### config.mk
export PLATFORM = sky130hd
export DESIGN_NAME = searchable_fifo_queue_top
export DESIGN_NICKNAME = d
export VERILOG_FILES = /design/src/rtl/sfq_pkg.sv /design/src/rtl/sfq_dp.sv /design/src/rtl/sfq_ctrl.sv /design/src/rtl/searchable_fifo_queue_top.sv
export SDC_FILE = /design/constraint.sdc
export NUM_CORES = 2
export LEC_CHECK = 0
export BUFFER_PORTS_ARGS = -buffer_cell sky130_fd_sc_hd__buf_2
export CORE_MARGIN = 5
export CORE_UTILIZATION = 55
export CTS_CLUSTER_SIZE = 40
export DETAILED_ROUTE_END_ITERATION = 7
export HOLD_SLACK_MARGIN = 0.03
export PLACE_DENSITY_LB_ADDON = 0.05
export SYNTH_ARGS = -nofsm -noshare
export SYNTH_HDL_FRONTEND = slang
export SYNTH_SLANG_ARGS = --single-unit
### constraint.sdc
create_clock -name clk_i -period 5.27 [get_ports clk_i]
set_input_delay 0 -clock clk_i [delete_from_list [all_inputs] [get_ports clk_i]]
set_output_delay 0 -clock clk_i [all_outputs]
set_load 0.005 [all_outputs]
### src/rtl/sfq_pkg.sv
// Shared types and constants for the searchable FIFO queue.
package sfq_pkg;

  // Queue depth; the circular addressing needs a power of two.
  localparam int unsigned DEPTH       = 64;
  localparam int unsigned VALUE_WIDTH = 32;
  localparam int unsigned ADDR_W      = $clog2(DEPTH);
  localparam int unsigned CNT_W       = $clog2(DEPTH + 1);

  typedef enum logic [2:0] {
    CMD_ENQ    = 3'd0,
    CMD_DEQ    = 3'd1,
    CMD_REMOVE = 3'd2,
    CMD_FIND   = 3'd3,
    CMD_CLEAR  = 3'd4
  } sfq_cmd_e;

  typedef enum logic [1:0] {
    ST_OK   = 2'd0,
    ST_MISS = 2'd1,
    ST_FULL = 2'd2
  } sfq_status_e;

  // Result updates that the controller asks the datapath to commit.
  typedef enum logic [2:0] {
    RES_NONE,
    RES_ENQ,
    RES_DEQ,
    RES_REMOVE,
    RES_FIND,
    RES_CLEAR,
    RES_MISS
  } sfq_res_e;

  typedef enum logic [2:0] {
    S_IDLE,
    S_EXEC,
    S_DEQW,
    S_SCAN,
    S_SHIFT,
    S_RESP
  } sfq_state_e;

  typedef struct packed {
    logic     load_item;
    logic     step;
    logic     shift_init;
    logic     shift_wr;
    sfq_res_e res_op;
    logic     load_out;
  } sfq_dp_cmd_t;

  typedef struct packed {
    logic [2:0] cmd;
    logic       cnt_zero;
    logic       hit;
    logic       pipe_done;
    logic       out_busy;
  } sfq_dp_sts_t;

endpackage

### src/rtl/sfq_dp.sv
// Datapath: entry memory, head and count, scan/shift pipeline and result registers.
module sfq_dp import sfq_pkg::*; (
  input  logic                   clk_i,
  input  logic                   rst_ni,
  input  logic [2:0]             cmd_i,
  input  logic [VALUE_WIDTH-1:0] value_i,
  input  sfq_dp_cmd_t            dp_cmd_i,
  output sfq_dp_sts_t            dp_sts_o,
  input  logic                   out_stall_i,
  output logic                   out_valid_o,
  output logic [1:0]             status_o,
  output logic [VALUE_WIDTH-1:0] out_value_o,
  output logic [CNT_W-1:0]       count_o
);

  logic [VALUE_WIDTH-1:0] mem [DEPTH];

  logic [ADDR_W-1:0]      head_q, head_d;
  logic [CNT_W-1:0]       count_q, count_d;
  logic [CNT_W-1:0]       rd_idx_q, rd_idx_d;
  logic                   pipe_vld_q, pipe_vld_d;
  logic [ADDR_W-1:0]      pipe_idx_q, pipe_idx_d;
  logic [2:0]             cmd_q, cmd_d;
  logic [VALUE_WIDTH-1:0] key_q, key_d;
  logic [VALUE_WIDTH-1:0] rdata_q;
  logic [1:0]             res_status_q, res_status_d;
  logic [VALUE_WIDTH-1:0] res_value_q, res_value_d;
  logic                   out_valid_q, out_valid_d;
  logic [1:0]             out_status_q, out_status_d;
  logic [VALUE_WIDTH-1:0] out_value_q, out_value_d;
  logic [CNT_W-1:0]       out_count_q, out_count_d;

  logic                   mem_we, mem_re;
  logic [ADDR_W-1:0]      mem_waddr, mem_raddr;
  logic [VALUE_WIDTH-1:0] mem_wdata;

  always_comb begin
    head_d       = head_q;
    count_d      = count_q;
    rd_idx_d     = rd_idx_q;
    pipe_vld_d   = pipe_vld_q;
    pipe_idx_d   = pipe_idx_q;
    cmd_d        = cmd_q;
    key_d        = key_q;
    res_status_d = res_status_q;
    res_value_d  = res_value_q;
    out_valid_d  = out_valid_q;
    out_status_d = out_status_q;
    out_value_d  = out_value_q;
    out_count_d  = out_count_q;
    mem_we       = 1'b0;
    mem_re       = 1'b0;
    mem_waddr    = '0;
    mem_wdata    = '0;
    mem_raddr    = head_q + rd_idx_q[ADDR_W-1:0];

    if (dp_cmd_i.load_item) begin
      cmd_d      = cmd_i;
      key_d      = value_i;
      rd_idx_d   = '0;
      pipe_vld_d = 1'b0;
    end

    // Issue one read per cycle; the compare or move happens in the cycle after the read.
    if (dp_cmd_i.step) begin
      if (rd_idx_q < count_q) begin
        mem_re     = 1'b1;
        pipe_vld_d = 1'b1;
        pipe_idx_d = rd_idx_q[ADDR_W-1:0];
        rd_idx_d   = rd_idx_q + CNT_W'(1);
      end else begin
        pipe_vld_d = 1'b0;
      end
    end

    // Compaction restarts the read side just past the matching slot.
    if (dp_cmd_i.shift_init) begin
      rd_idx_d   = {1'b0, pipe_idx_q} + CNT_W'(1);
      pipe_vld_d = 1'b0;
    end

    if (dp_cmd_i.shift_wr && pipe_vld_q) begin
      mem_we    = 1'b1;
      mem_waddr = head_q + pipe_idx_q - ADDR_W'(1);
      mem_wdata = rdata_q;
    end

    case (dp_cmd_i.res_op)
      RES_ENQ: begin
        res_value_d = '0;
        if (count_q == CNT_W'(DEPTH)) begin
          res_status_d = ST_FULL;
        end else begin
          mem_we       = 1'b1;
          mem_waddr    = head_q + count_q[ADDR_W-1:0];
          mem_wdata    = key_q;
          count_d      = count_q + CNT_W'(1);
          res_status_d = ST_OK;
        end
      end
      RES_DEQ: begin
        res_status_d = ST_OK;
        res_value_d  = rdata_q;
        head_d       = head_q + ADDR_W'(1);
        count_d      = count_q - CNT_W'(1);
      end
      RES_REMOVE: begin
        res_status_d = ST_OK;
        res_value_d  = '0;
        count_d      = count_q - CNT_W'(1);
      end
      RES_FIND: begin
        res_status_d = ST_OK;
        res_value_d  = rdata_q;
      end
      RES_CLEAR: begin
        res_status_d = ST_OK;
        res_value_d  = '0;
        count_d      = '0;
      end
      RES_MISS: begin
        res_status_d = ST_MISS;
        res_value_d  = '0;
      end
      default: ;
    endcase

    if (out_valid_q && !out_stall_i) begin
      out_valid_d = 1'b0;
    end
    if (dp_cmd_i.load_out) begin
      out_valid_d  = 1'b1;
      out_status_d = res_status_q;
      out_value_d  = res_value_q;
      out_count_d  = count_q;
    end
  end

  always_ff @(posedge clk_i) begin
    if (mem_we) begin
      mem[mem_waddr] <= mem_wdata;
    end
    if (mem_re) begin
      rdata_q <= mem[mem_raddr];
    end
  end

  always_ff @(posedge clk_i or negedge rst_ni) begin
    if (!rst_ni) begin
      head_q      <= '0;
      count_q     <= '0;
      rd_idx_q    <= '0;
      pipe_vld_q  <= 1'b0;
      out_valid_q <= 1'b0;
    end else begin
      head_q      <= head_d;
      count_q     <= count_d;
      rd_idx_q    <= rd_idx_d;
      pipe_vld_q  <= pipe_vld_d;
      out_valid_q <= out_valid_d;
    end
  end

  always_ff @(posedge clk_i) begin
    pipe_idx_q   <= pipe_idx_d;
    cmd_q        <= cmd_d;
    key_q        <= key_d;
    res_status_q <= res_status_d;
    res_value_q  <= res_value_d;
    out_status_q <= out_status_d;
    out_value_q  <= out_value_d;
    out_count_q  <= out_count_d;
  end

  assign dp_sts_o.cmd       = cmd_q;
  assign dp_sts_o.cnt_zero  = (count_q == '0);
  assign dp_sts_o.hit       = pipe_vld_q && (rdata_q == key_q);
  assign dp_sts_o.pipe_done = !pipe_vld_q && (rd_idx_q >= count_q);
  assign dp_sts_o.out_busy  = out_valid_q && out_stall_i;

  assign out_valid_o = out_valid_q;
  assign status_o    = out_status_q;
  assign out_value_o = out_value_q;
  assign count_o     = out_count_q;

  a_count_bound : assert property (@(posedge clk_i) disable iff (!rst_ni)
    count_q <= CNT_W'(DEPTH))
    else $error("entry count exceeds depth");

  a_load_free : assert property (@(posedge clk_i) disable iff (!rst_ni)
    dp_cmd_i.load_out |-> !(out_valid_q && out_stall_i))
    else $error("result register overwritten while stalled");

  a_deq_nonempty : assert property (@(posedge clk_i) disable iff (!rst_ni)
    (dp_cmd_i.res_op == RES_DEQ) |-> (count_q != '0))
    else $error("dequeue committed on an empty queue");

endmodule

### src/rtl/sfq_ctrl.sv
// Controller state machine that sequences each queue command.
module sfq_ctrl import sfq_pkg::*; (
  input  logic        clk_i,
  input  logic        rst_ni,
  input  logic        in_valid_i,
  output logic        in_stall_o,
  input  sfq_dp_sts_t dp_sts_i,
  output sfq_dp_cmd_t dp_cmd_o
);

  sfq_state_e state_q, state_d;

  always_comb begin
    state_d = state_q;
    unique case (state_q)
      S_IDLE: begin
        if (in_valid_i) state_d = S_EXEC;
      end
      S_EXEC: begin
        unique case (dp_sts_i.cmd) inside
          CMD_DEQ: state_d = dp_sts_i.cnt_zero ? S_RESP : S_DEQW;
          CMD_REMOVE, CMD_FIND: state_d = S_SCAN;
          default: state_d = S_RESP;
        endcase
      end
      S_DEQW: state_d = S_RESP;
      S_SCAN: begin
        if (dp_sts_i.hit) begin
          state_d = (dp_sts_i.cmd == CMD_FIND) ? S_RESP : S_SHIFT;
        end else if (dp_sts_i.pipe_done) begin
          state_d = S_RESP;
        end
      end
      S_SHIFT: begin
        if (dp_sts_i.pipe_done) state_d = S_RESP;
      end
      S_RESP: begin
        if (!dp_sts_i.out_busy) state_d = S_IDLE;
      end
      default: state_d = S_IDLE;
    endcase
  end

  always_comb begin
    dp_cmd_o   = '0;
    in_stall_o = (state_q != S_IDLE);
    unique case (state_q)
      S_IDLE: begin
        dp_cmd_o.load_item = in_valid_i;
      end
      S_EXEC: begin
        unique case (dp_sts_i.cmd) inside
          CMD_ENQ: dp_cmd_o.res_op = RES_ENQ;
          CMD_DEQ: begin
            if (dp_sts_i.cnt_zero) dp_cmd_o.res_op = RES_MISS;
            else                   dp_cmd_o.step   = 1'b1;
          end
          CMD_REMOVE, CMD_FIND: dp_cmd_o.step = 1'b1;
          CMD_CLEAR: dp_cmd_o.res_op = RES_CLEAR;
          default:   dp_cmd_o.res_op = RES_MISS;
        endcase
      end
      S_DEQW: dp_cmd_o.res_op = RES_DEQ;
      S_SCAN: begin
        if (dp_sts_i.hit) begin
          if (dp_sts_i.cmd == CMD_FIND) dp_cmd_o.res_op     = RES_FIND;
          else                          dp_cmd_o.shift_init = 1'b1;
        end else if (dp_sts_i.pipe_done) begin
          dp_cmd_o.res_op = RES_MISS;
        end else begin
          dp_cmd_o.step = 1'b1;
        end
      end
      S_SHIFT: begin
        if (dp_sts_i.pipe_done) begin
          dp_cmd_o.res_op = RES_REMOVE;
        end else begin
          dp_cmd_o.step     = 1'b1;
          dp_cmd_o.shift_wr = 1'b1;
        end
      end
      S_RESP: dp_cmd_o.load_out = !dp_sts_i.out_busy;
      default: ;
    endcase
  end

  always_ff @(posedge clk_i or negedge rst_ni) begin
    if (!rst_ni) begin
      state_q <= S_IDLE;
    end else begin
      state_q <= state_d;
    end
  end

endmodule

### src/rtl/searchable_fifo_queue_top.sv
// Enqueue, clear and unknown commands commit their result in the execute state after acceptance;
// dequeue reads the head entry first (a miss when empty); find and remove scan one entry per cycle.
// Find stops at the first match or after the last entry; a remove then compacts the later entries one per cycle.
// One item is in flight at a time; a stalled result holds the response state until it is taken.
// Reset clears the count, head pointer and control state; the entry memory is not cleared.
// Top level of the searchable FIFO queue.
module searchable_fifo_queue_top import sfq_pkg::*; (
  input  logic                   clk_i,
  input  logic                   rst_ni,
  input  logic                   in_valid_i,
  output logic                   in_stall_o,
  input  logic [2:0]             cmd_i,
  input  logic [VALUE_WIDTH-1:0] value_i,
  output logic                   out_valid_o,
  input  logic                   out_stall_i,
  output logic [1:0]             status_o,
  output logic [VALUE_WIDTH-1:0] out_value_o,
  output logic [CNT_W-1:0]       count_o
);

  sfq_dp_cmd_t dp_cmd;
  sfq_dp_sts_t dp_sts;

  sfq_ctrl u_ctrl (
    .clk_i      (clk_i),
    .rst_ni     (rst_ni),
    .in_valid_i (in_valid_i),
    .in_stall_o (in_stall_o),
    .dp_sts_i   (dp_sts),
    .dp_cmd_o   (dp_cmd)
  );

  sfq_dp u_dp (
    .clk_i       (clk_i),
    .rst_ni      (rst_ni),
    .cmd_i       (cmd_i),
    .value_i     (value_i),
    .dp_cmd_i    (dp_cmd),
    .dp_sts_o    (dp_sts),
    .out_stall_i (out_stall_i),
    .out_valid_o (out_valid_o),
    .status_o    (status_o),
    .out_value_o (out_value_o),
    .count_o     (count_o)
  );

endmodule
==> qor.yml <==
logic_synthesis:
  async_flop_share_pct: 1.126
  post_synth_num_cell_types: 59
  yosysSeqAreaShare_pct: 77.35
  synth-seq-cells: 2221
  yosysTopAreaCell: "edfxtp_1"
  syn_area_per_cell_sq_um: 23.44
  synth_top_area_share_pct: 76.62
  syn_inst: 3671
  yosys-top-cells-area: "edfxtp_1, mux4_2, dfrtp_1"
  synth_edf_count: 2196
  ys.flop_type: "edfxtp_1"
  synth_warnings: 0
  synth_area_sq_mm: 0.08606
  synth_fp_nets: 3748
clock_tree:
  root_buffer: "clkbuf_16"
  cts_made_buffers: 214
  cts.sinks: 2221
  clockBufferDepth: 3
  cts_max_level: 4
  clkLatencyLatePin_ns: 0.81
  cts_tree: "done"
  clk_pin_slew_ns: 0.07
  postCtsResizedCells: 0
detailed_routing:
  postRouteAntennaNets: 0
  drc: 0
  drtPass1Iterations: 5
  drt_iter0_drc: 4981
  post_drt_wl_per_cell_microns: 33.77
  vias_per_cell: 6.457
  wirelength_microns: 212600
  dr_total_vias: 40645
global_route:
  grt_pass1_wl_microns: 304500
  grt_overflow: 0
  antenna_found_initial: 12
  grt_pass1_vias: 41024
  grt_usage_pct: 26.27
  grt_max_degree: 72
layout:
  final_cell_count_no_fill: 6295
  n_fill_cell: 10282
  syn_to_final_growth_pct: 14.32
  antenna_cells: 0
  drive_gt1_share_pct: 31.41
  nets: 4135
  stdcell_area_sq_mm: 0.09839
timing:
  worst_hold_slack_ns: 0.2372
  fin_setup_tns_ns: 0
  fmax_mhz: 199.4
  slew_viol_final: 0
  relSlewSlack_pct: 14.63
  rsz0062_at_grt: "false"
  worst_slew_pin_slew_ns: 1.281
  setup_viol: 0
  skew_ns: 0.02532
  finalHoldViolCount: 0
  period_needed_ns: 5.015
  fin_crit_sh_pct: 95.16
worst_setup_path:
  crit_type: "flop to flop"
  arrival_ns: 5.45
  rrSetupSlack_ns: 0.26
  reg2reg_from: "u_dp.count_q[1]$_DFFE_PN0P_"
  cp_max_fo: 32
  setup.worst_path.end_class: "flop"
  rr_endpoint: "u_dp.mem[43][24]$_DFFE_PP_"
  setup.worst_path.start_class: "flop"
  r2r_cells: 8
  crit_required_ns: 5.70
floorplan:
  io_pins: 82
  start_util_pct: 55.22
  fp.coreArea_sq_mm: 0.1558
  dieArea_sq_mm: 0.1645
  die_w_microns: 405.6
  rows: 145
  fp.dieH_microns: 405.6
place:
  place_congestion: 0.8554
  port_buffers: 81
  place.detailed.hpwl_microns: 129000
  placed_area_sq_mm: 0.09060
  dp.cells: 5824
power:
  p_leak_uw: 0.03144
  power_density_mw_per_mm2: 704.0
  p_total_uw: 69260
  irDropWorstVdd_mv: 0.4983
worst_hold_path:
  hold_path_class: "input pin to asynchronous set/reset pin"
job:
  maxCapViolCount: 0
status:
  status: "finished, final reports clean"
-- cell usage after synthesis, drive strengths merged, types with 2 or more instances --
master	count
edfxtp	2196
mux4	640
buf	100
nor2	80
clkbuf	75
a21oi	54
nand2	48
nor2b	40
a22o	39
inv	39
mux2i	36
and2	34
ha	34
xor2	34
a211oi	33
xnor2	27
dfrtp	25
nand3	21
nor4	14
o21ai	13
a21o	10
nor3	10
nand4	9
nand2b	7
a31oi	5
o21bai	5
and3	4
fa	4
or3	4
a22oi	3
or3b	3
nand3b	2
nor3b	2
o211a	2
o211ai	2
o22ai	2
o311ai	2
or2	2
-- logic make-up after synthesis --
family / count (synthesis) / share of synthesized area, %
buf+inv: 214 / 1.157
xor+xnor: 61 / 0.6208
mux: 677 / 17.18
flops: 2221 / 77.35
fa+ha+maj: 38 / 0.5874
simple gates: 283 / 1.676
compound gates: 177 / 1.429
-- per-layer routing --
metal	vias up	wire (microns)	global-route usage, %
met2	1939	101200	40.81
li1	16456	-	-
met5	-	34	0
met3	298	18960	4.928
met4	6	4144	5.450
met1	21946	88240	40.02
-- what timing repair did --
item,4_1_cts,5_1_grt
buffers inserted,0,0
hold buffers,76,0
hold endpoints to repair,112,0
-- critical path, stage by stage, from the launching register on --
cell	delay, ns
dfrtp_1	0.48
nor4_1	0.60
nand3_1	0.25
and3_2	0.44
a22oi_1	0.52
nor2b_1	0.81
nand2_1	0.75
nor2_4	0.23
buf_4	0.51
-- worst max-delay path by stage --
stage                                        from                         end  cells past startpoint
global placement       u_dp.rd_idx_q[0]$_DFF_PN0_   u_dp.rdata_q[4]$_DFFE_PP_                      9
finish                u_dp.count_q[1]$_DFFE_PN0P_  u_dp.mem[43][24]$_DFFE_PP_                      8
CTS                    u_dp.rd_idx_q[0]$_DFF_PN0_   u_dp.rdata_q[4]$_DFFE_PP_                      9
detailed placement     u_dp.rd_idx_q[0]$_DFF_PN0_   u_dp.rdata_q[4]$_DFFE_PP_                      9
global route          u_dp.count_q[1]$_DFFE_PN0P_   u_dp.mem[40][3]$_DFFE_PP_                      8
floorplan           u_ctrl.state_q[2]$_DFFE_PN0P_   u_dp.count_o[0]$_DFFE_PP_                      3
-- report_power, final --
group | leakage, uW | switching [uW] | total (uW) | internal, uW
combinational | 0.00743 | 17200 | 31000 | 13800
sequential | 0.0206 | 720 | 23000 | 22300
clock | 0.00339 | 6410 | 15200 | 8840
total | 0.0314 | 24300 | 69300 | 44900
-- area by class of cell --
class	instances	area, sq um	area share, %
multi-input combinational	1236	19080	19.40
clock buffer	261	5659	5.752
inverter	39	146.4	0.1488
sequential	2221	66570	67.66
timing repair buffer	346	2995	3.044
clock inverter	134	1360	1.382
tap	2058	2575	2.617
-- cell usage in the layout, fill, tap and decap left out, types with 48 or more instances in the layout --
cell and n:
nand2_1 48, nor2_4 64, buf_2 81, clkinv_1 50, dlygate4sd3_1 75, mux4_2 640, buf_4 157, edfxtp_1 2196
clkbuf_16 220, a21oi_1 53
-- sequential cells by signal, summed over array words and instances, names as in the netlist --
register           flops
u_ctrl.state_q         3
u_dp.rd_idx_q          7
u_dp.key_q            32
u_dp.out_valid_o       1
u_dp.pipe_vld_q        1
u_dp.out_value_o      32
u_dp.res_value_q      32
u_dp.pipe_idx_q        6
u_dp.res_status_q      2
u_dp.count_o           7
u_dp.head_q            6
u_dp.status_o          2
u_dp.count_q           7
u_dp.rdata_q          32
u_dp.mem            2048
u_dp.cmd_q             3
-- through the flow --
stage               setup WS [ns]  utilization [%]
finish                     0.2553            63.13
detailed placement         0.5081            58.14
global placement           0.5339            58.14
CTS                        0.4837            63.13
floorplan                   1.038                -
global route               0.1368            63.13
Power figures use the tool's default switching activity.
